--- src/rtl/core/ffra_queue.sv ---
`timescale 1ns / 1ps
`default_nettype none
// ----------------------------------------------------------------------------
// Allocator request queue
// Two-entry queue between the front end and the engine.
// ----------------------------------------------------------------------------
module ffra_queue #(
  parameter int unsigned WIDTH = 8
) (
  input  logic             clk_i,
  input  logic             rst_ni,
  input  logic             push_i,
  input  logic [WIDTH-1:0] push_data_i,
  output logic             push_ready_o,
  input  logic             pop_i,
  output logic             pop_valid_o,
  output logic [WIDTH-1:0] pop_data_o
);

  logic [WIDTH-1:0] slot_q [2];
  logic             wr_ptr_q, wr_ptr_d;
  logic             rd_ptr_q, rd_ptr_d;
  logic [1:0]       count_q, count_d;
  logic             do_push, do_pop;

  assign push_ready_o = (count_q != 2'd2);
  assign pop_valid_o  = (count_q != 2'd0);
  assign pop_data_o   = slot_q[rd_ptr_q];

  assign do_push = push_i && push_ready_o;
  assign do_pop  = pop_i && pop_valid_o;

  always_comb begin
    wr_ptr_d = do_push ? !wr_ptr_q : wr_ptr_q;
    rd_ptr_d = do_pop ? !rd_ptr_q : rd_ptr_q;
    count_d  = count_q;
    if (do_push && !do_pop) begin
      count_d = count_q + 2'd1;
    end else if (do_pop && !do_push) begin
      count_d = count_q - 2'd1;
    end
  end

  always_ff @(posedge clk_i or negedge rst_ni) begin
    if (!rst_ni) begin
      wr_ptr_q <= 1'b0;
      rd_ptr_q <= 1'b0;
      count_q  <= 2'd0;
    end else begin
      wr_ptr_q <= wr_ptr_d;
      rd_ptr_q <= rd_ptr_d;
      count_q  <= count_d;
    end
  end

  always_ff @(posedge clk_i) begin
    if (do_push) begin
      slot_q[wr_ptr_q] <= push_data_i;
    end
  end

endmodule
`default_nettype wire

--- config.mk ---
export PLATFORM = sky130hd
export DESIGN_NAME = ffra_queue
export DESIGN_NICKNAME = d
export VERILOG_FILES = /design/src/rtl/core/ffra_queue.sv
export SDC_FILE = /design/constraint.sdc
export NUM_CORES = 1
export LEC_CHECK = 0
export BUFFER_PORTS_ARGS = -buffer_cell sky130_fd_sc_hd__buf_2
export CORE_MARGIN = 4
export CORE_UTILIZATION = 48
export DETAILED_ROUTE_END_ITERATION = 12
export GPL_ROUTABILITY_DRIVEN = 0
export PLACE_DENSITY = 0.79
export SLEW_MARGIN = 40
export SYNTH_ARGS = -nofsm -noshare
export SYNTH_HDL_FRONTEND = slang
export SYNTH_SLANG_ARGS = --single-unit
--- constraint.sdc ---
create_clock -name clk_i -period 2.2 [get_ports clk_i]
set_clock_uncertainty 0.15 [all_clocks]
set_input_delay 0.33 -clock clk_i [delete_from_list [all_inputs] [get_ports clk_i]]
set_output_delay 0.33 -clock clk_i [all_outputs]
set_load 0.01 [all_outputs]
Yosys cells after proc, flatten, opt, wreduce, memory -nomap -nowiden

Memory sizes are Yosys's and may differ from the RTL's.
Cells that the tools add are included.
W data, S select, Z words.

Multiplexer cells: 4
Reduce and logical (&&, ||, !) cells: 10
Add/subtract/negate cells: 2
Equality and inequality tests: 1

Operator list:

| operator              | number |
|---|---|
| $logic_and A1 B1 Y1   | 4 |
| $logic_not A1 Y1      | 4 |
| $mux W2               | 2 |
| $reduce_bool A2 Y1    | 2 |
| $add A2 B1 Y2 const B | 1 |
| $mux W1               | 2 |
| $ne A2 B2 Y1 const B  | 1 |
| $sub A2 B1 Y2 const B | 1 |

Bits in writable memories: 16
Word-level logic and storage cells: 21
Memories: 1
Bits of input ports: 12
Bits in registers: 4

Memory list:

| memory | words | bits a word | read ports | clocked after Yosys merged registers in | wr ports | line | source |
|---|---|---|---|---|---|---|---|
| slot_q | 2     | 8           | 1          | 0                                       | 1        | 20   | `logic [WIDTH-1:0] slot_q [2];` |

Logic depth before layout (Yosys ltp)

Gate-level depths: netlist (run 1).

Word-level depth: 6
Depth in mapped cells: 7
Gate-level depth less buffers: 7

Worst setup path before layout (run 1)

OpenSTA, ideal clock, no wires.

Kind: flip-flop to flip-flop
Start: register count_q[0]
End: memory slot_q[0][0] (enable)
Arrival: 1.016 ns
Clock period less this slack: 1.536 ns
Path slack: 0.664 ns
Setup time: 0.370 ns
Required time: 1.680 ns
Cell stages (with the launch flop): 4
Cell sequence: dfrtp_1 > nand2b_4 > nand2_1 > nor2_1

Word-level cells in the longest chain between the ends: 4

Ends and longest elaborated chain:

| element                       | line | source |
|---|---|---|
| start: declaration            | 23   | `logic [1:0] count_q, count_d;` |
| start signal: assignment      | 52   | `count_q <= count_d;` |
| $ne A2 B2 Y1                  | 26   | `assign push_ready_o = (count_q != 2'd2);` |
| named net push_ready_o        | 14   | `output logic push_ready_o,` |
| $logic_and A1 B1 Y1           | 30   | `assign do_push = push_i && push_ready_o;` |
| $mux W1                       | 57   | `if (do_push) begin` |
| $mux W1 (implied by the code) | 58   | `slot_q[wr_ptr_q] <= push_data_i;` |
| end: declaration              | 20   |  |

The timed path passes the listed nets, and every way through them passes these cells.

Worst setup path after layout (run 1)

Start: register rd_ptr_q
End: output pop_data_o[5]

Word-level cells in the longest chain between the ends: 1

Ends and longest elaborated chain:

| element                  | line | source |
|---|---|---|
| start: declaration       | 22   | `logic rd_ptr_q, rd_ptr_d;` |
| start signal: assignment | 51   | `rd_ptr_q <= rd_ptr_d;` |
| $mem_v2 Z2 W8            | --   |  |
| end: declaration         | 17   | `output logic [WIDTH-1:0] pop_data_o` |

Every way passes these cells.

==> results by group, run 1 <==
Outcome
  • Outcome: complete, no violations

Clock tree
  • Htree depth: 1
  • Worst skew pair latency: 0.29 ns
  • Clock transition at path regs: around 0.10 ns
  • Clk sinks: 20
  • CTS tree: yes
  • CTS Buf Count: 3
  • Post-CTS sizing: 0
  • # hold bufs at CTS: 1
  • Post-CTS Setup Inserts: 0
  • Clock buffer depth: 2
  • Root Driver: clkbuf_4

Route
  • Remaining antenna violation count: 0
  • Detailed Route Iter0 Violations: 16
  • DRC viols: 0
  • DRT Pass-1 Iters: 3
  • Vias: roughly 430
  • Avg WL per Cell: 14.3 um
  • Routed WL: 1220 um
  • Vias per cell: a little over 5

Logic synthesis
  • Warnings from Yosys: 0
  • Syn Area/Cell: 18.3 um2
  • Synth top area share: 61.0%
  • Syn_nets: 56
  • Seq/Total Area, Yosys: 73.8%
  • Synth area leaders: edfxtp_1 61%, dfrtp_1 13%, mux2_2 11%
  • Cell variety after synth: 14
  • Post-Synthesis Cell Area: just under 800 um2
  • Post-Synthesis Cells: 43
  • Yosys reg bits: 20
  • Synth area leader: edfxtp_1

Final layout
  • Most common cell after layout, fill and taps aside: buf_2
  • Inserted Diodes: 0
  • Syn-to-layout area delta: 20.8%
  • Layout cells sized above 1: 52.2%
  • Commonest cells after routing, fill and taps aside: 21 x buf_2, 16 x edfxtp_1, 8 x mux2_2
  • Final net count: 83
  • Fin cells: 85

Power
  • Lkg Pwr: 0.393 nW
  • Max VDD drop: 0.000742 V
  • Cell Pwr Density: 1270 nW/um2

Worst setup path
  • Critical path startpoint category: register
  • WP data arrival: 1.39 ns
  • CP required: between 1.5 and 2 ns
  • CP Capture Type: primary output
  • Max FO, Critical Path: 9
  • Critical path type: register to primary output

Floorplan
  • IO Count: 22
  • Die H: about 48 um
  • Row cnt: 14
  • Starting Density: 51.6%
  • Core area: 1520 um2
  • Die W: 48.5 um
  • DIE AREA: 2350 um2

Flow run
  • Max_cap viols: 0

Timing
  • Worst Tran Pin Value: between 0.3 and 0.4 ns
  • Final Setup Violations: 0
  • RSZ-0062 raised after global routing: false
  • Max-Slew Margin vs Limit: 75.1%
  • Post-layout minimum cycle time: 1.87 ns
  • Final hold viol count: 0
  • Final period utilization: 85.1%
  • Total negative slack: 0 ns
  • Final Slew Violations: 0
  • F_max: ~530 MHz

Global routing
  • Number of global-route vias before repair: 431
  • Initial antenna violation count: 0
  • Total grt overflow: 0
  • GRT Resource Usage Total: 11.1%
  • First-pass GRT wire length: ~2000 um
  • Largest net degree at the start of global routing: 12

Place
  • Cell count after placement: 80
  • PortBufs: 21
  • Hpwl dp: around 910 um

Hold path
  • Worst Hold Class: input pin to register
layout make-up:
cell class,instances,area [um2]
clock buffers,4,26.3
fillers,113,573
inverters,1,3.75
multi-input cells,21,198
flip-flops and latches,20,581
well taps,16,20.0
repair buffers,23,123
where the power goes:
part           leakage, nW  switching [W]  internal, W  total, W
clock network       0.0150       0.000103    0.0000705  0.000173
logic                0.183       0.000194     0.000231  0.000425
registers            0.195      0.0000817     0.000529  0.000610
Yosys cell counts:
library cell / number
and3_1: 1
ha_1: 1
mux2_2: 8
nor2_1: 2
inv_1: 1
or2_4: 1
nand2_1: 1
edfxtp_1: 16
buf_2: 1
xor2_1: 2
xnor2_1: 3
dfrtp_1: 4
nand2b_4: 1
nand2_4: 1
stage by stage:
| step | instance area, um2 | setup WS (ns) | utilization (%) | hold WS [ns] | total power (W) |
|---|---|---|---|---|---|
| final | 951 | 0.329 | 62.4 | 0.0664 | 0.00121 |
| after floorplan | 787 | 0.664 | - | -0.116 | 0.000904 |
| after CTS | 951 | 0.296 | 62.4 | 0.0638 | 0.00123 |
| after detailed placement | 915 | 0.598 | 60.0 | -0.00699 | 0.00105 |
| after global routing | 951 | 0.261 | 62.4 | 0.0499 | 0.00128 |
| after global placement | 915 | 0.643 | 60.0 | -0.00661 | 0.00104 |
sequential cells by signal (all words and copies together), names as in the netlist:
signal	flops
slot_q	16
wr_ptr_q	1
count_q	2
rd_ptr_q	1
worst max-delay path, stage by stage, from the launching register on:
cell	delay, ns
dfrtp_1	0.58
mux2_2	0.38
buf_2	0.14
path summary, 6_finish.rpt:
kind                                  to  depth (start not counted)  slack (ns)      startpoint
min reg2reg                     wr_ptr_q                          1        0.35        wr_ptr_q
max                        pop_data_o[5]                          2        0.33        rd_ptr_q
min in group asynchronous       wr_ptr_q                          2        0.22          rst_ni
min                         slot_q[0][4]                          1        0.07  push_data_i[4]
max reg2reg                   count_q[1]                          6        0.61      count_q[0]
max in group asynchronous       rd_ptr_q                          2        1.56          rst_ni
kinds of logic (layout without fill, tap and decap cells):
| logic type | Yosys count | in the layout | share of synthesized area [%] |
|---|---|---|---|
| adders and majority gates | 1 | 1 | 1.59 |
| and+or+nand+nor | 7 | 7 | 6.52 |
| DFF | 20 | 20 | 73.8 |
| muxes | 8 | 8 | 11.4 |
| xor gates and xnor gates | 5 | 5 | 5.57 |
| buffers and inverters | 2 | 28 | 1.11 |
routing by layer:
metal	up-vias	share of wire, %	GRT usage (%)
li1	208	-	-
met1	205	41	12.4
met2	16	50	17.8
met3	5	6.9	3.99
met4	0	2.2	6.73
met5	-	0	0
No activity file was read; power rests on OpenSTA's default activity.
==> inputs of run 2 (changes only) <==
==> constraint.sdc (replaced) <==
create_clock -name clk_i -period 2.2 [get_ports clk_i]
set_clock_uncertainty 0.15 [all_clocks]
set_input_delay 0.22 -clock clk_i [delete_from_list [all_inputs] [get_ports clk_i]]
set_output_delay 0.22 -clock clk_i [all_outputs]
set_load 0.01 [all_outputs]
==> results by group, run 2 (synthesis gave the netlist of run 1 again) <==
Outcome
  • Outcome: complete, no violations

Worst setup path
  • CP required: 1.83 ns
  • Critical path's slowest cell: dfrtp_1
  • CP peak stage delay: 0.59 ns
  • Critical path startpoint category: register
  • Max FO, Critical Path: 9
  • WP data arrival: between 1 and 1.5 ns
  • Critical path type: register to primary output
  • Setup slack, reg-to-reg: 0.59 ns
  • Critical-path cell list: mux2_2, buf_2
  • CP Capture Type: primary output
  • Worst Setup SP: rd_ptr_q
  • RR Endpoint: count_q[1]
  • Critical R2R Launch: count_q[0]
  • R2R depth: 7

Floorplan
  • Starting Density: 51.6%
  • Die W: between 40 and 50 um
  • IO Count: 22
  • Die H: 48.5 um
  • DIE AREA: between 2000 and 2500 um2
  • Row cnt: 14
  • Core area: 1520 um2

Clock tree
  • Clock transition at path regs: 0.10 ns
  • Htree depth: 1
  • Clock buffer depth: 2
  • CTS tree: yes
  • Clk sinks: 20
  • CTS Buf Count: 3
  • Root Driver: clkbuf_4
  • Worst skew pair latency: 0.29 ns

Route
  • DRT Pass-1 Iters: 4
  • Vias per cell: just under 5
  • Remaining antenna violation count: 0
  • DRC viols: 0
  • Avg WL per Cell: 13.3 um
  • Vias: 460
  • Detailed Route Iter0 Violations: 4
  • Routed WL: 1230 um

Final layout
  • Fillers: 112
  • Final net count: 91
  • Syn-to-layout area delta: 31.0%
  • Largest regs: slot_q x16, count_q x2
  • Final core occ: 67.7%
  • Layout cells sized above 1: 46.8%
  • Max FFs per register: 16
  • Area of the multi-input gates: 198 um2
  • Most common cell after layout, fill and taps aside: buf_2
  • Reg area: 581 um2
  • Commonest cells after routing, fill and taps aside: 21 x buf_2, 16 x edfxtp_1, 9 x dlygate4sd3_1
  • Top reg by flops: slot_q
  • Inserted Diodes: 0

Timing
  • Total negative slack: 0 ns
  • F_max: between 500 and 600 MHz
  • Post-layout minimum cycle time: 1.77 ns
  • Final Slew Violations: 0
  • RSZ-0062 raised after global routing: false
  • Worst setup margin: about 0.43 ns
  • Final Setup Violations: 0
  • Max-Slew Margin vs Limit: between 70% and 80%
  • Worst Tran Pin Value: 0.392 ns
  • Final hold viol count: 0
  • Final period utilization: 80.7%

Place
  • PortBufs: 21
  • Setup WS pre-CTS: 0.606 ns
  • Hpwl dp: 887 um

Global routing
  • GRT Resource Usage Total: between 10% and 20%
  • First-pass GRT wire length: 2050 um
  • Initial antenna violation count: 0
  • Largest net degree at the start of global routing: 12
  • Total grt overflow: 0
  • Number of global-route vias before repair: 451

Hold path
  • Hold_sp: pop_i
  • Number of cells on the worst hold path: 3
  • Worst Hold Class: input pin to register
  • Hold EP: rd_ptr_q

Power
  • Power Total: between 0.001 and 0.0015 W
  • Cell Pwr Density: 1180 nW/um2
  • Lkg Pwr: ~0.43 nW
  • Max VDD drop: 0.000880 V

Flow run
  • Max_cap viols: 0
run 2: through the flow:
stage / std cells / area (um2) / hold slack [ns]
final: 93 / 1030 / 0.0272
after global routing: 93 / 1030 / 0.0139
after CTS: 93 / 1030 / 0.0153
after detailed placement: 80 / 915 / -0.117
after global placement: 80 / 915 / -0.119
after floorplan: 43 / 787 / -0.226
run 2: worst max-delay path, delay by kind of cell (launching register included):
family / cells / cell delay (ns)
DFF: 1 / 0.59
muxes: 1 / 0.38
buffers and inverters: 1 / 0.14
run 2: how the worst max path moves through the flow:
stage | end | cells past startpoint | slack, ns
3_3_place_gp | count_q[1] | 7 | 0.64
2_1_floorplan | slot_q[0][0] | 3 | 0.66
4_1_cts | pop_data_o[4] | 2 | 0.40
3_5_place_dp | slot_q[0][6] | 4 | 0.61
6_report | pop_data_o[4] | 2 | 0.43
5_1_grt | pop_data_o[3] | 2 | 0.36
run 2: layout make-up:
| class | instances | share of cell area [%] |
|---|---|---|
| Clock buffer | 3 | 2.18 |
| Inverter | 1 | 0.364 |
| Timing Repair Buffer | 31 | 19.7 |
| Sequential cell | 20 | 56.3 |
| Tap cell | 16 | 1.94 |
| Multi-Input combinational cell | 21 | 19.2 |
| Clock inverter | 1 | 0.364 |
run 2: per-layer routing:
| layer | vias up | global-route usage [%] | wire length [um] |
|---|---|---|---|
| li1 | 225 | - | - |
| met1 | 218 | 14.5 | 551 |
| met2 | 17 | 17.4 | 601 |
| met3 | 0 | 2.45 | 82 |
| met4 | 0 | 8.07 | 0 |
| met5 | - | 0 | 0 |
run 2: what timing repair did:
item                      4_1_cts  5_1_grt
buffers inserted                0        0
gates resized for setup         0        0
hold endpoints to repair       20        0
hold buffers                    9        0
run 2: power by group:
group | internal, W | switching (W) | total [W]
clock | 0.0000660 | 0.000106 | 0.000172
combinational | 0.000239 | 0.000194 | 0.000433
sequential | 0.000529 | 0.0000812 | 0.000610
total | 0.000834 | 0.000381 | 0.00122
