[config.mk]
export PLATFORM = sky130hd
export DESIGN_NAME = ffra_front
export DESIGN_NICKNAME = d
export VERILOG_FILES = /design/src/rtl/core/ffra_pkg.sv /design/src/rtl/core/ffra_front.sv
export SDC_FILE = /design/constraint.sdc
export NUM_CORES = 1
export LEC_CHECK = 0
export BUFFER_PORTS_ARGS = -buffer_cell sky130_fd_sc_hd__buf_4
export CORE_MARGIN = 2
export CORE_UTILIZATION = 37
export DETAILED_ROUTE_END_ITERATION = 16
export GPL_ROUTABILITY_DRIVEN = 0
export PLACE_DENSITY = 0.85
export RECOVER_POWER = 25
export SKIP_LAST_GASP = 1
export SYNTH_ARGS = -nofsm -noshare
export SYNTH_HDL_FRONTEND = slang
export SYNTH_SLANG_ARGS = --single-unit
[constraint.sdc]
create_clock -name vclk -period 4.5
set_input_delay 0.9 -clock vclk [all_inputs]
set_output_delay 0.9 -clock vclk [all_outputs]
set_load 0.02 [all_outputs]
[src/rtl/core/ffra_pkg.sv]
`timescale 1ns / 1ps
`default_nettype none
// ----------------------------------------------------------------------------
// First-fit range allocator package
// Shared codes and constants for the allocator front end, queue and engine.
// ----------------------------------------------------------------------------
package ffra_pkg;

  // Request operation carried on the input sideband.
  typedef enum logic {
    OP_ALLOC   = 1'b0,
    OP_RELEASE = 1'b1
  } op_e;

  // Request class decided by the front end.
  typedef enum logic [1:0] {
    KIND_ALLOC   = 2'd0,
    KIND_RELEASE = 2'd1,
    KIND_SKIP    = 2'd2
  } kind_e;

  localparam int unsigned KIND_W = 2;

  // Result status codes.
  typedef enum logic [1:0] {
    STAT_OK         = 2'd0,
    STAT_NO_SPACE   = 2'd1,
    STAT_TABLE_FULL = 2'd2,
    STAT_UNDERFLOW  = 2'd3
  } status_e;

  // Engine sequencer states.
  typedef enum logic [1:0] {
    ENG_CLEAR  = 2'd0,
    ENG_IDLE   = 2'd1,
    ENG_SCAN   = 2'd2,
    ENG_COMMIT = 2'd3
  } eng_state_e;

  // Configuration register map.
  localparam int unsigned CFG_INDEX_W = 1;
  localparam logic [CFG_INDEX_W-1:0] REG_RANGE_BASE = 1'b0;
  localparam logic [CFG_INDEX_W-1:0] REG_RANGE_SIZE = 1'b1;

  // Range size after reset: 2 GiB.
  localparam logic [63:0] RANGE_SIZE_RESET = 64'h0000_0000_8000_0000;

endpackage
`default_nettype wire

[src/rtl/core/ffra_front.sv]
`timescale 1ns / 1ps
`default_nettype none
// ----------------------------------------------------------------------------
// Allocator front end
// Accepts request words, rounds sizes up to pages and classifies each one.
// ----------------------------------------------------------------------------
module ffra_front import ffra_pkg::*; #(
  parameter int unsigned ADDRESS_BITS = 48,
  parameter int unsigned PAGE_SHIFT   = 12
) (
  input  logic                                 s_valid_i,
  output logic                                 s_ready_o,
  input  op_e                                  op_i,
  input  logic [ADDRESS_BITS-1:0]              addr_i,
  input  logic [ADDRESS_BITS:0]                size_i,
  input  logic                                 q_ready_i,
  input  logic                                 busy_i,
  output logic                                 push_o,
  output kind_e                                kind_o,
  output logic [ADDRESS_BITS-PAGE_SHIFT-1:0]   start_o,
  output logic [ADDRESS_BITS-PAGE_SHIFT+1:0]   pages_o
);

  localparam int unsigned SumW = ADDRESS_BITS + 2;

  logic [SumW-1:0] size_up;

  // Round up to whole pages; the extra bit keeps the carry of a full-range size.
  assign size_up = {1'b0, size_i} + SumW'((64'd1 << PAGE_SHIFT) - 64'd1);
  assign pages_o = size_up[SumW-1:PAGE_SHIFT];
  assign start_o = addr_i[ADDRESS_BITS-1:PAGE_SHIFT];

  always_comb begin
    if (op_i == OP_ALLOC) begin
      kind_o = KIND_ALLOC;
    end else if (pages_o == '0) begin
      kind_o = KIND_SKIP;
    end else begin
      kind_o = KIND_RELEASE;
    end
  end

  assign s_ready_o = q_ready_i && !busy_i;
  assign push_o    = s_valid_i && s_ready_o;

endmodule
`default_nettype wire

## After elaboration in Yosys (flattened, before gate mapping)

Cells that the tools add are included.
W data, S select, Z words.

- Output and inout bits: 78
- Logic and storage cells: 7
- Register bits after elaboration: 0
- Input port bits: 101

- Reduce and logical (&&, ||, !) cells: 4
- Muxes and demuxes: 2
- Add/sub/neg operators: 1

Operator list:

| kind | number |
|---|---|
| $add A49 B12 Y50 const B | 1 |
| $logic_not A38 Y1 | 1 |
| $mux W2 | 2 |
| $logic_and A1 B1 Y1 | 2 |
| $logic_not A1 Y1 | 1 |

## Longest topological paths before layout

Gate-level depths: netlist of run 1.

- Word-level depth: 4
- Gate-level depth with buffers: 9

## Least setup slack after synthesis of run 1

No wires, ideal clock.

- Kind: input to output
- From: in size_i[17]
- To: out kind_o[1]
- Path slack: 233 ps
- Data arrival time: 3367 ps
- Cell stages on the path: 8
- Buffers on the path: 1
- Path through: clkbuf_1 and4_1 nand4_1 nor4_1 xor2_1 or4b_2 nor4_2 and3_1

- Cells in the longest elaborated chain, start to end: 4

RTL lines:

| what | line | RTL |
|---|---|---|
| from (decl) | ffra_front.sv:15 | `input logic [ADDRESS_BITS:0] size_i,` |
| $add A49 B12 Y50 | ffra_front.sv:29 | `assign size_up = {1'b0, size_i} + SumW'((64'd1 << PAGE_SHIFT) - 64'd1);` |
| via pages_o[27] | ffra_front.sv:21 | `output logic [ADDRESS_BITS-PAGE_SHIFT+1:0] pages_o` |
| $logic_not A38 Y1 | ffra_front.sv:36 | `end else if (pages_o == '0) begin` |
| $mux W2 | ffra_front.sv:36 |  |
| $mux W2 | ffra_front.sv:34 | `if (op_i == OP_ALLOC) begin` |
| to (decl) | ffra_front.sv:19 | `output kind_e kind_o,` |

The timed path passes the listed nets, and every way through them passes these cells.

## Worst setup path in the final report of run 1

- From: in size_i[29]
- To: out kind_o[1]

- Cells in the longest elaborated chain, start to end: 4

RTL lines:

| what | line |
|---|---|
| $add A49 B12 Y50 | ffra_front.sv:29 |
| $logic_not A38 Y1 | ffra_front.sv:36 |
| $mux W2 | ffra_front.sv:36 |
| $mux W2 | ffra_front.sv:34 |

No other way between the ends.

==> reports/metrics.cfg, run 1 <==
[setup_path]
cp-startpoint = size_i[29]
worstSetupStartpointType = primary input
crit_end = kind_o[1]
worstPathArrival_ns = 3.43
required_ns = 3.60
worstSetupPathType = primary input to output port
cp_max_fo = 8
end_kind = output port

[synth]
syn_area_um2 = 1680
synth_compound_area_frac = 0.0625
ys_seq_area_frac = 0
postSynthCellCount = 246
synth_top_area_share = 0.178
synth_top_family_by_area = simple AND/OR/NAND/NOR gates
synthSimpleGateAreaFrac = 0.503
syn-num-nets = 347
synth_xor_area_frac = 0.198
synth_area_leaders = buf_4 18%, xor2_1 11%, xnor2_1 8.3%
synth-adder-area-share = 0
yosys.area.top_type = buf_4
avgSynthCellArea_um2 = 6.84
ys_warn_count = 0
muxShareOfSynthArea = 0.0119
ys_types = 47

[drt]
wirelength_um = 5620
drc_errors = 0
via_per_inst = 5.93
drt_iter0_drc = 165
dr.pass1.iters = 4
drt.antenna.violating_nets = 0
wire_per_inst_um = 16.1
vias = 2071

[final_layout]
layout_common_cells = 103 x buf_4, 22 x nand2_1, 22 x xor2_1
synthToLayoutAreaGrowth_pct = 29.1
seq_area_um2 = 0
n_antenna_cell = 0
drive_gt1_frac = 0.418
layout.cells.most_common = buf_4
final_cells = 349
nFlopsAndLatches = 0
clock_buffers = 0
final_nets = 400

[power_and_ir_drop]
irDropWorstVdd_v = 0.0000411
p_leak_nw = 0.906
p_per_area_nw_per_um2 = 76.7

[grt]
antenna_found_initial = 0
grt_usage = 0.206
grt.overflow.total = 0
grt_pass1_vias = 1858
grt_pass1_wl_um = 8870
grt_max_degree = 14

[sta]
relSlewSlack = 0.706
worst_slew_pin_slew_ns = 0.438
fin_ws_ns = 0.171
slew_violations = 0
fin_setup_tns_ns = 0
fmax_ghz = 0.231
period_share = 0.962
fin_crit_ns = 4.33
setup-violations-final = 0
hold_viol_final = 0
rsz0062_at_grt = no

[job]
cap_violations = 0

[placed_design]
post-dp-hpwl_um = 4690
port_buffers = 95
pre_cts_ws_ns = 0.0922
dp_cells = 348

[hold_path]
min_from = addr_i[27]
holdCritPathClass = primary input to output port

[floorplanning]
die_w_um = 71.4
initial_core_util = 0.386
die_h_um = 71.4
core_area_um2 = 4350
die_area_um2 = 5100
io_pins = 179
rows = 24

[outcome]
status = complete, no violations

worst max-delay path, cell delays in order:
cell and delay (ns):
buf_4 0.14, nand3_2 0.11, or4_4 0.58, nor4_1 0.32, xor2_1 0.14, or4_4 0.56, nor4_2 0.34, and3_1 0.20
buf_4 0.13
report_power, final:
part	switching, W	leakage, nW	internal (W)
Clock	0	0	0
Sequential	0	0	0
Combinational	0.0000874	0.906	0.0000792
worst min path at each step:
stage | end | slack (ns) | cells after the start
floorplan | s_ready_o | 1.88 | 1
global placement | start_o[0] | 1.80 | 0
detailed placement | start_o[0] | 1.80 | 0
CTS | start_o[0] | 1.80 | 0
global route | start_o[16] | 1.80 | 0
finish | start_o[15] | 1.80 | 0
cell usage after synthesis, types with 3 or more instances:
master	number
and2_1	4
and3_1	11
and4_1	4
buf_2	5
buf_4	40
buf_6	3
clkbuf_1	4
nand2_1	22
nand3_1	17
nand4_1	15
nor2_1	14
nor3_1	11
nor4_1	16
or4b_2	3
xnor2_1	16
xor2_1	22
cell families (layout without fill, tap and decap cells):
family                 after synthesis  count (layout)
AO/OA/AOI/OAI                       13              13
XOR/XNOR                            38              38
multiplexers                         2               2
buffers and inverters               53             104
AND/OR/NAND/NOR                    140             140
per-stage QoR:
step / utilization / total power (W) / instance area [um^2] / hold slack [ns]
floorplan: - / 0.000127 / 1680 / 1.88
global placement: 0.495 / 0.000163 / 2150 / 1.80
detailed placement: 0.495 / 0.000166 / 2150 / 1.80
CTS: 0.495 / 0.000166 / 2150 / 1.80
global route: 0.499 / 0.000178 / 2170 / 1.80
finish: 0.499 / 0.000167 / 2170 / 1.80
final cells by class:
type                       count  area (um^2)
fill                         444         2180
multi-input combinational    193         1310
timing repair buffer         104          793
tap                           52         65.1
per-layer routing:
| layer | up-vias | routed length (um) | global-route usage |
|---|---|---|---|
| met2 | 128 | 2710 | 0.365 |
| met4 | 0 | 74 | 0.0314 |
| met1 | 956 | 2160 | 0.269 |
| met3 | 16 | 676 | 0.0295 |
| met5 | - | 0 | 0 |
| li1 | 971 | - | - |
repair_timing:
item                       in CTS  in global routing
resized for setup               0                  2
setup buffers                   0                  1
hold buffers                    0                  0
setup endpoints to repair       0                  2
Note: power is estimated with default switching activity, not from simulation.
==> run 2: changes to the inputs <==
CORE_MARGIN = 8   (was 2)
CORE_UTILIZATION = 40   (was 37)
PLACE_DENSITY = 0.91   (was 0.85)
clock period = 5.2 ns   (was 4.5 ns; I/O delays follow)
==> run 2 against run 1 <==
Utilization grew 1.9 points. Worst setup slack better by 0.14 ns. Critical path type unchanged. Routed wire length rose by 7.4%. Largest power group unchanged. Die area rose by 28%. Non-clock buffer count fell by 8. Total power down 14%. Global-route usage fell by 3.9 points. Final cell count is 2.9% lower.
==> reports/metrics.cfg, run 2 (synthesized netlist as in run 1, its figures left out) <==
[sta]
hold_viol_final = 0  ; unchanged
rsz0062_at_grt = no
fin_ws_ns = 0.313  ; +0.142 ns
fin_setup_tns_ns = 0  ; unchanged
fin_crit_ns = 4.89
period_share = 0.940
relSlewSlack = 0.673  ; -0.0329
slew_violations = 0  ; unchanged
setup-violations-final = 0  ; unchanged
fmax_ghz = 0.205
worst_slew_pin_slew_ns = 0.490  ; +0.0527 ns

[setup_path]
worstSetupStartpointType = primary input
end_kind = output port
crit_chain = buf_4 -> nor4_1 -> and3_2 -> nor4_1 -> xor2_1 -> or4b_2 -> nor4_2 -> and3_1 -> buf_4
cp_max_fo = 25  ; +17
cp_slowest_cell = or4b_2
worstSetupPathType = primary input to output port
critPathMaxStageDelay_ns = 0.71  ; +0.13 ns
required_ns = 4.16  ; +0.56 ns
worstPathArrival_ns = 3.85  ; +0.42 ns

[hold_path]
holdCritPathClass = primary input to output port

[drt]
dr.pass1.iters = 4  ; unchanged
drc_errors = 0  ; unchanged
wire_per_inst_um = 17.8  ; +11%
drt.antenna.violating_nets = 0  ; unchanged
drt_iter0_drc = 189  ; +15%
vias = 2012  ; -2.8%
via_per_inst = 5.94  ; about the same
wirelength_um = 6040  ; +7.4%

[grt]
grt.overflow.total = 0  ; unchanged
grt_pass1_wl_um = 9200  ; +3.7%
grt_pass1_vias = 2001  ; +7.7%
grt_max_degree = 26  ; +12
antenna_found_initial = 0  ; unchanged
grt_usage = 0.167  ; -0.0387

[floorplanning]
io_pins = 179  ; unchanged
core_area_um2 = 4030  ; -7.5%
initial_core_util = 0.418  ; +0.0312
die_h_um = 80.9  ; +13%
die_w_um = 80.9  ; +13%
rows = 23  ; -4.2%
die_area_um2 = 6540  ; +28%

[power_and_ir_drop]
power_w = 0.000144  ; -14%
p_per_area_nw_per_um2 = 68.8  ; -10%
p_sw_w = 0.0000760  ; -13%
irDropWorstVdd_v = 0.0000365  ; -11%
p_clk_frac = 0  ; unchanged
p_comb_frac = 1.000  ; about the same
swShare = 0.529  ; +0.00452
p_leak_nw = 0.865  ; -4.5%
pwr-share-seq = 0  ; unchanged
p_int_w = 0.0000676  ; -15%

[final_layout]
post-route-cell-area_um2 = 2090  ; -3.9%
nFlopsAndLatches = 0  ; unchanged
fill_cells = 438  ; -1.4%
final_nets = 392  ; -2.0%
synthToLayoutAreaGrowth_pct = 24.0
drive_gt1_frac = 0.398  ; -0.0196
seq_area_um2 = 0  ; unchanged
layout_common_cells = 96 x buf_4, 22 x nand2_1, 22 x xor2_1
fin_util = 0.518  ; +0.0192
clock_buffers = 0  ; unchanged
multiInputGateArea_um2 = 1300  ; -0.76%
n_antenna_cell = 0  ; unchanged
layout.cells.most_common = buf_4

[job]
cap_violations = 0  ; unchanged

[cts]
post_cts_buffers = 0  ; unchanged
cts_resized = 0  ; unchanged
cts_hold_buffers = 0  ; unchanged

[placed_design]
place_area_um2 = 2090  ; -3.1%
pre_cts_ws_ns = 0.322  ; +0.230 ns
post-dp-hpwl_um = 5160  ; +9.9%
port_buffers = 95  ; unchanged

[outcome]
status = complete, no violations

-- run 2: cell types whose count changed in the layout (fill, tap and decap cells not counted), sizes merged --
cell,delta
buf,-8
-- run 2: layout make-up --
cell class / instances / share of cell area
tap: 50 / 0.0300
timing repair buffer: 96 / 0.345
multi-input combinational: 193 / 0.625
-- run 2: critical path, delay by kind of cell --
family	cells	cell delay, ns
buf+inv	2	0.25
simple gates	6	2.38
xor+xnor	1	0.18
-- run 2: layer usage --
layer / GRT usage / up-vias / part of all wire
met5: 0 / - / 0
met4: 0.0250 / 0 / 0.015
li1: - / 950 / -
met2: 0.314 / 115 / 0.50
met3: 0.0475 / 10 / 0.13
met1: 0.184 / 937 / 0.36
-- run 2: final timing paths --
kind | from | to | slack [ns] | depth (start not counted)
hold / removal | addr_i[25] | start_o[13] | 2.08 | 0
setup / recovery | size_i[11] | kind_o[1] | 0.31 | 9
-- run 2: power by group through the flow --
stage / Combinational, W / Sequential [W] / Clock, W
2_1_floorplan: 0.000110 / 0 / 0
3_3_place_gp: 0.000141 / 0 / 0
3_5_place_dp: 0.000144 / 0 / 0
4_1_cts: 0.000144 / 0 / 0
5_1_grt: 0.000153 / 0 / 0
6_report: 0.000144 / 0 / 0
-- run 2: stage by stage --
step,cells,hold WS [ns]
3_5_place_dp,339,2.08
3_3_place_gp,339,2.08
2_1_floorplan,246,2.16
5_1_grt,339,2.08
6_report,339,2.08
4_1_cts,339,2.08
==> run 3: changes to the inputs <==
RECOVER_POWER = 100   (was 25)
==> run 3 against run 2 <==
Non-clock buffer count unchanged. Global-route usage unchanged. Routed wire length increased by 0.56%. Sequential cell count unchanged. Utilization decreased by 3.7 points. Final area decreased by 7.2%. Total power decreased by 8.6%. Worst setup slack got worse by 0.14 ns. Critical path type unchanged. Critical endpoint unchanged. Largest power group unchanged. Highest routed layer unchanged.
==> reports/metrics.cfg, run 3 (synthesized netlist as in run 1, its figures left out) <==
[grt]
grt_max_degree = 26  ; unchanged
antenna_found_initial = 0  ; unchanged
grt_pass1_wl_um = 9200  ; unchanged
grt.overflow.total = 0  ; unchanged
grt_usage = 0.167  ; unchanged
grt_pass1_vias = 2001  ; unchanged

[power_and_ir_drop]
p_per_area_nw_per_um2 = 67.8  ; -1.5%
irDropWorstVdd_v = 0.0000362  ; -0.84%
p_int_w = 0.0000557  ; -18%
p_sw_w = 0.0000756  ; -0.59%
swShare = 0.575  ; +0.0463
p_clk_frac = 0  ; unchanged
pwr-share-seq = 0  ; unchanged
p_leak_nw = 0.736  ; -15%
p_comb_frac = 1.000  ; about the same

[hold_path]
holdCritPathClass = primary input to output port

[final_layout]
clock_buffers = 0  ; unchanged
n_antenna_cell = 0  ; unchanged
layout.cells.most_common = buf_4
fill_cells = 487  ; +11%
layout_common_cells = 61 x buf_4, 35 x clkbuf_1, 22 x nand2_1, 22 x xor2_1
drive_gt1_frac = 0.270  ; -0.128
multiInputGateArea_um2 = 1280  ; -1.4%
final_nets = 392  ; unchanged
synthToLayoutAreaGrowth_pct = 15.1
seq_area_um2 = 0  ; unchanged
nFlopsAndLatches = 0  ; unchanged

[setup_path]
end_kind = output port
worstSetupStartpointType = primary input
cp_max_fo = 9  ; -64%
worstSetupPathType = primary input to output port
worstPathArrival_ns = 3.99  ; +0.14 ns
required_ns = 4.16  ; about the same

[floorplanning]
die_h_um = 80.9  ; unchanged
die_area_um2 = 6540  ; unchanged
core_area_um2 = 4030  ; unchanged
io_pins = 179  ; unchanged
rows = 23  ; unchanged
initial_core_util = 0.418  ; unchanged
die_w_um = 80.9  ; unchanged

[sta]
setup-violations-final = 0  ; unchanged
period_share = 0.967  ; +0.0275
whs_ns = 2.08  ; unchanged
slew_violations = 0  ; unchanged
relSlewSlack = 0.491  ; -0.183
worst_slew_pin_slew_ns = 0.757  ; +0.267 ns
fin_setup_tns_ns = 0  ; unchanged
hold_viol_final = 0  ; unchanged
fin_crit_ns = 5.03  ; +0.143 ns
rsz0062_at_grt = no
fmax_ghz = 0.199  ; -2.8%

[cts]
cts_hold_buffers = 0  ; unchanged
post_cts_buffers = 0  ; unchanged
cts_resized = 0  ; unchanged

[drt]
wirelength_um = 6070  ; +0.56%
dr.pass1.iters = 4  ; unchanged
vias = 2029  ; +0.84%
via_per_inst = 5.99  ; +0.84%
drt_iter0_drc = 226  ; +20%
wire_per_inst_um = 17.9  ; +0.56%
drc_errors = 0  ; unchanged
drt.antenna.violating_nets = 0  ; unchanged

[outcome]
status = complete, no violations

[placed_design]
port_buffers = 95  ; unchanged
post-dp-hpwl_um = 5160  ; unchanged

[job]
cap_violations = 0  ; unchanged

==> run 3: cell types whose count changed in the layout (fill, tap and decap cells not counted) <==
cell      previous run  this run
buf_4               96        61
nor4_1              16        17
or4_4                2         1
and2_0               0         1
clkbuf_1             0        35
or4_1                2         3
and2_1               4         3
nor4_4               1         0
==> run 3: path summary, 6_finish.rpt <==
path              slack, ns  cells past startpoint           to  startpoint
hold / removal         2.08                      0  start_o[13]  addr_i[25]
setup / recovery       0.17                      9    kind_o[1]  size_i[25]
==> run 3: per-layer routing <==
metal / vias up / wire [um] / GRT usage / share of wire
met1: 939 / 2260 / 0.184 / 0.37
met4: 0 / 87 / 0.0250 / 0.014
li1: 950 / - / - / -
met2: 126 / 3020 / 0.314 / 0.50
met3: 14 / 709 / 0.0475 / 0.12
met5: - / 0 / 0 / 0
==> run 3: final cells by class <==
class              instances  share of cell area
multi-input cells        193               0.663
repair buffers            96               0.304
well taps                 50              0.0323
==> run 3: worst max-delay path, cell delays in order <==
cell,delay (ns)
buf_4,0.13
nand4_2,0.12
or4_1,0.58
nor4_1,0.67
mux2i_1,0.21
or4_4,0.52
nor4_2,0.37
and3_1,0.21
buf_4,0.13
==> run 3: through the flow <==
stage | instance area, um^2 | total power (W) | instances | setup slack (ns) | util
final | 1940 | 0.000131 | 339 | 0.170 | 0.481
after global routing | 1940 | 0.000142 | 339 | 0.0856 | 0.481
after CTS | 2090 | 0.000144 | 339 | 0.326 | 0.518
after detailed placement | 2090 | 0.000144 | 339 | 0.322 | 0.518
after global placement | 2090 | 0.000141 | 339 | 0.393 | 0.518
after floorplan | 1680 | 0.000110 | 246 | 0.653 | -
==> run 3: power groups by stage <==
stage / clock, W / combinational, W / sequential (W)
2_1_floorplan: 0 / 0.000110 / 0
4_1_cts: 0 / 0.000144 / 0
3_3_place_gp: 0 / 0.000141 / 0
5_1_grt: 0 / 0.000142 / 0
6_report: 0 / 0.000131 / 0
3_5_place_dp: 0 / 0.000144 / 0
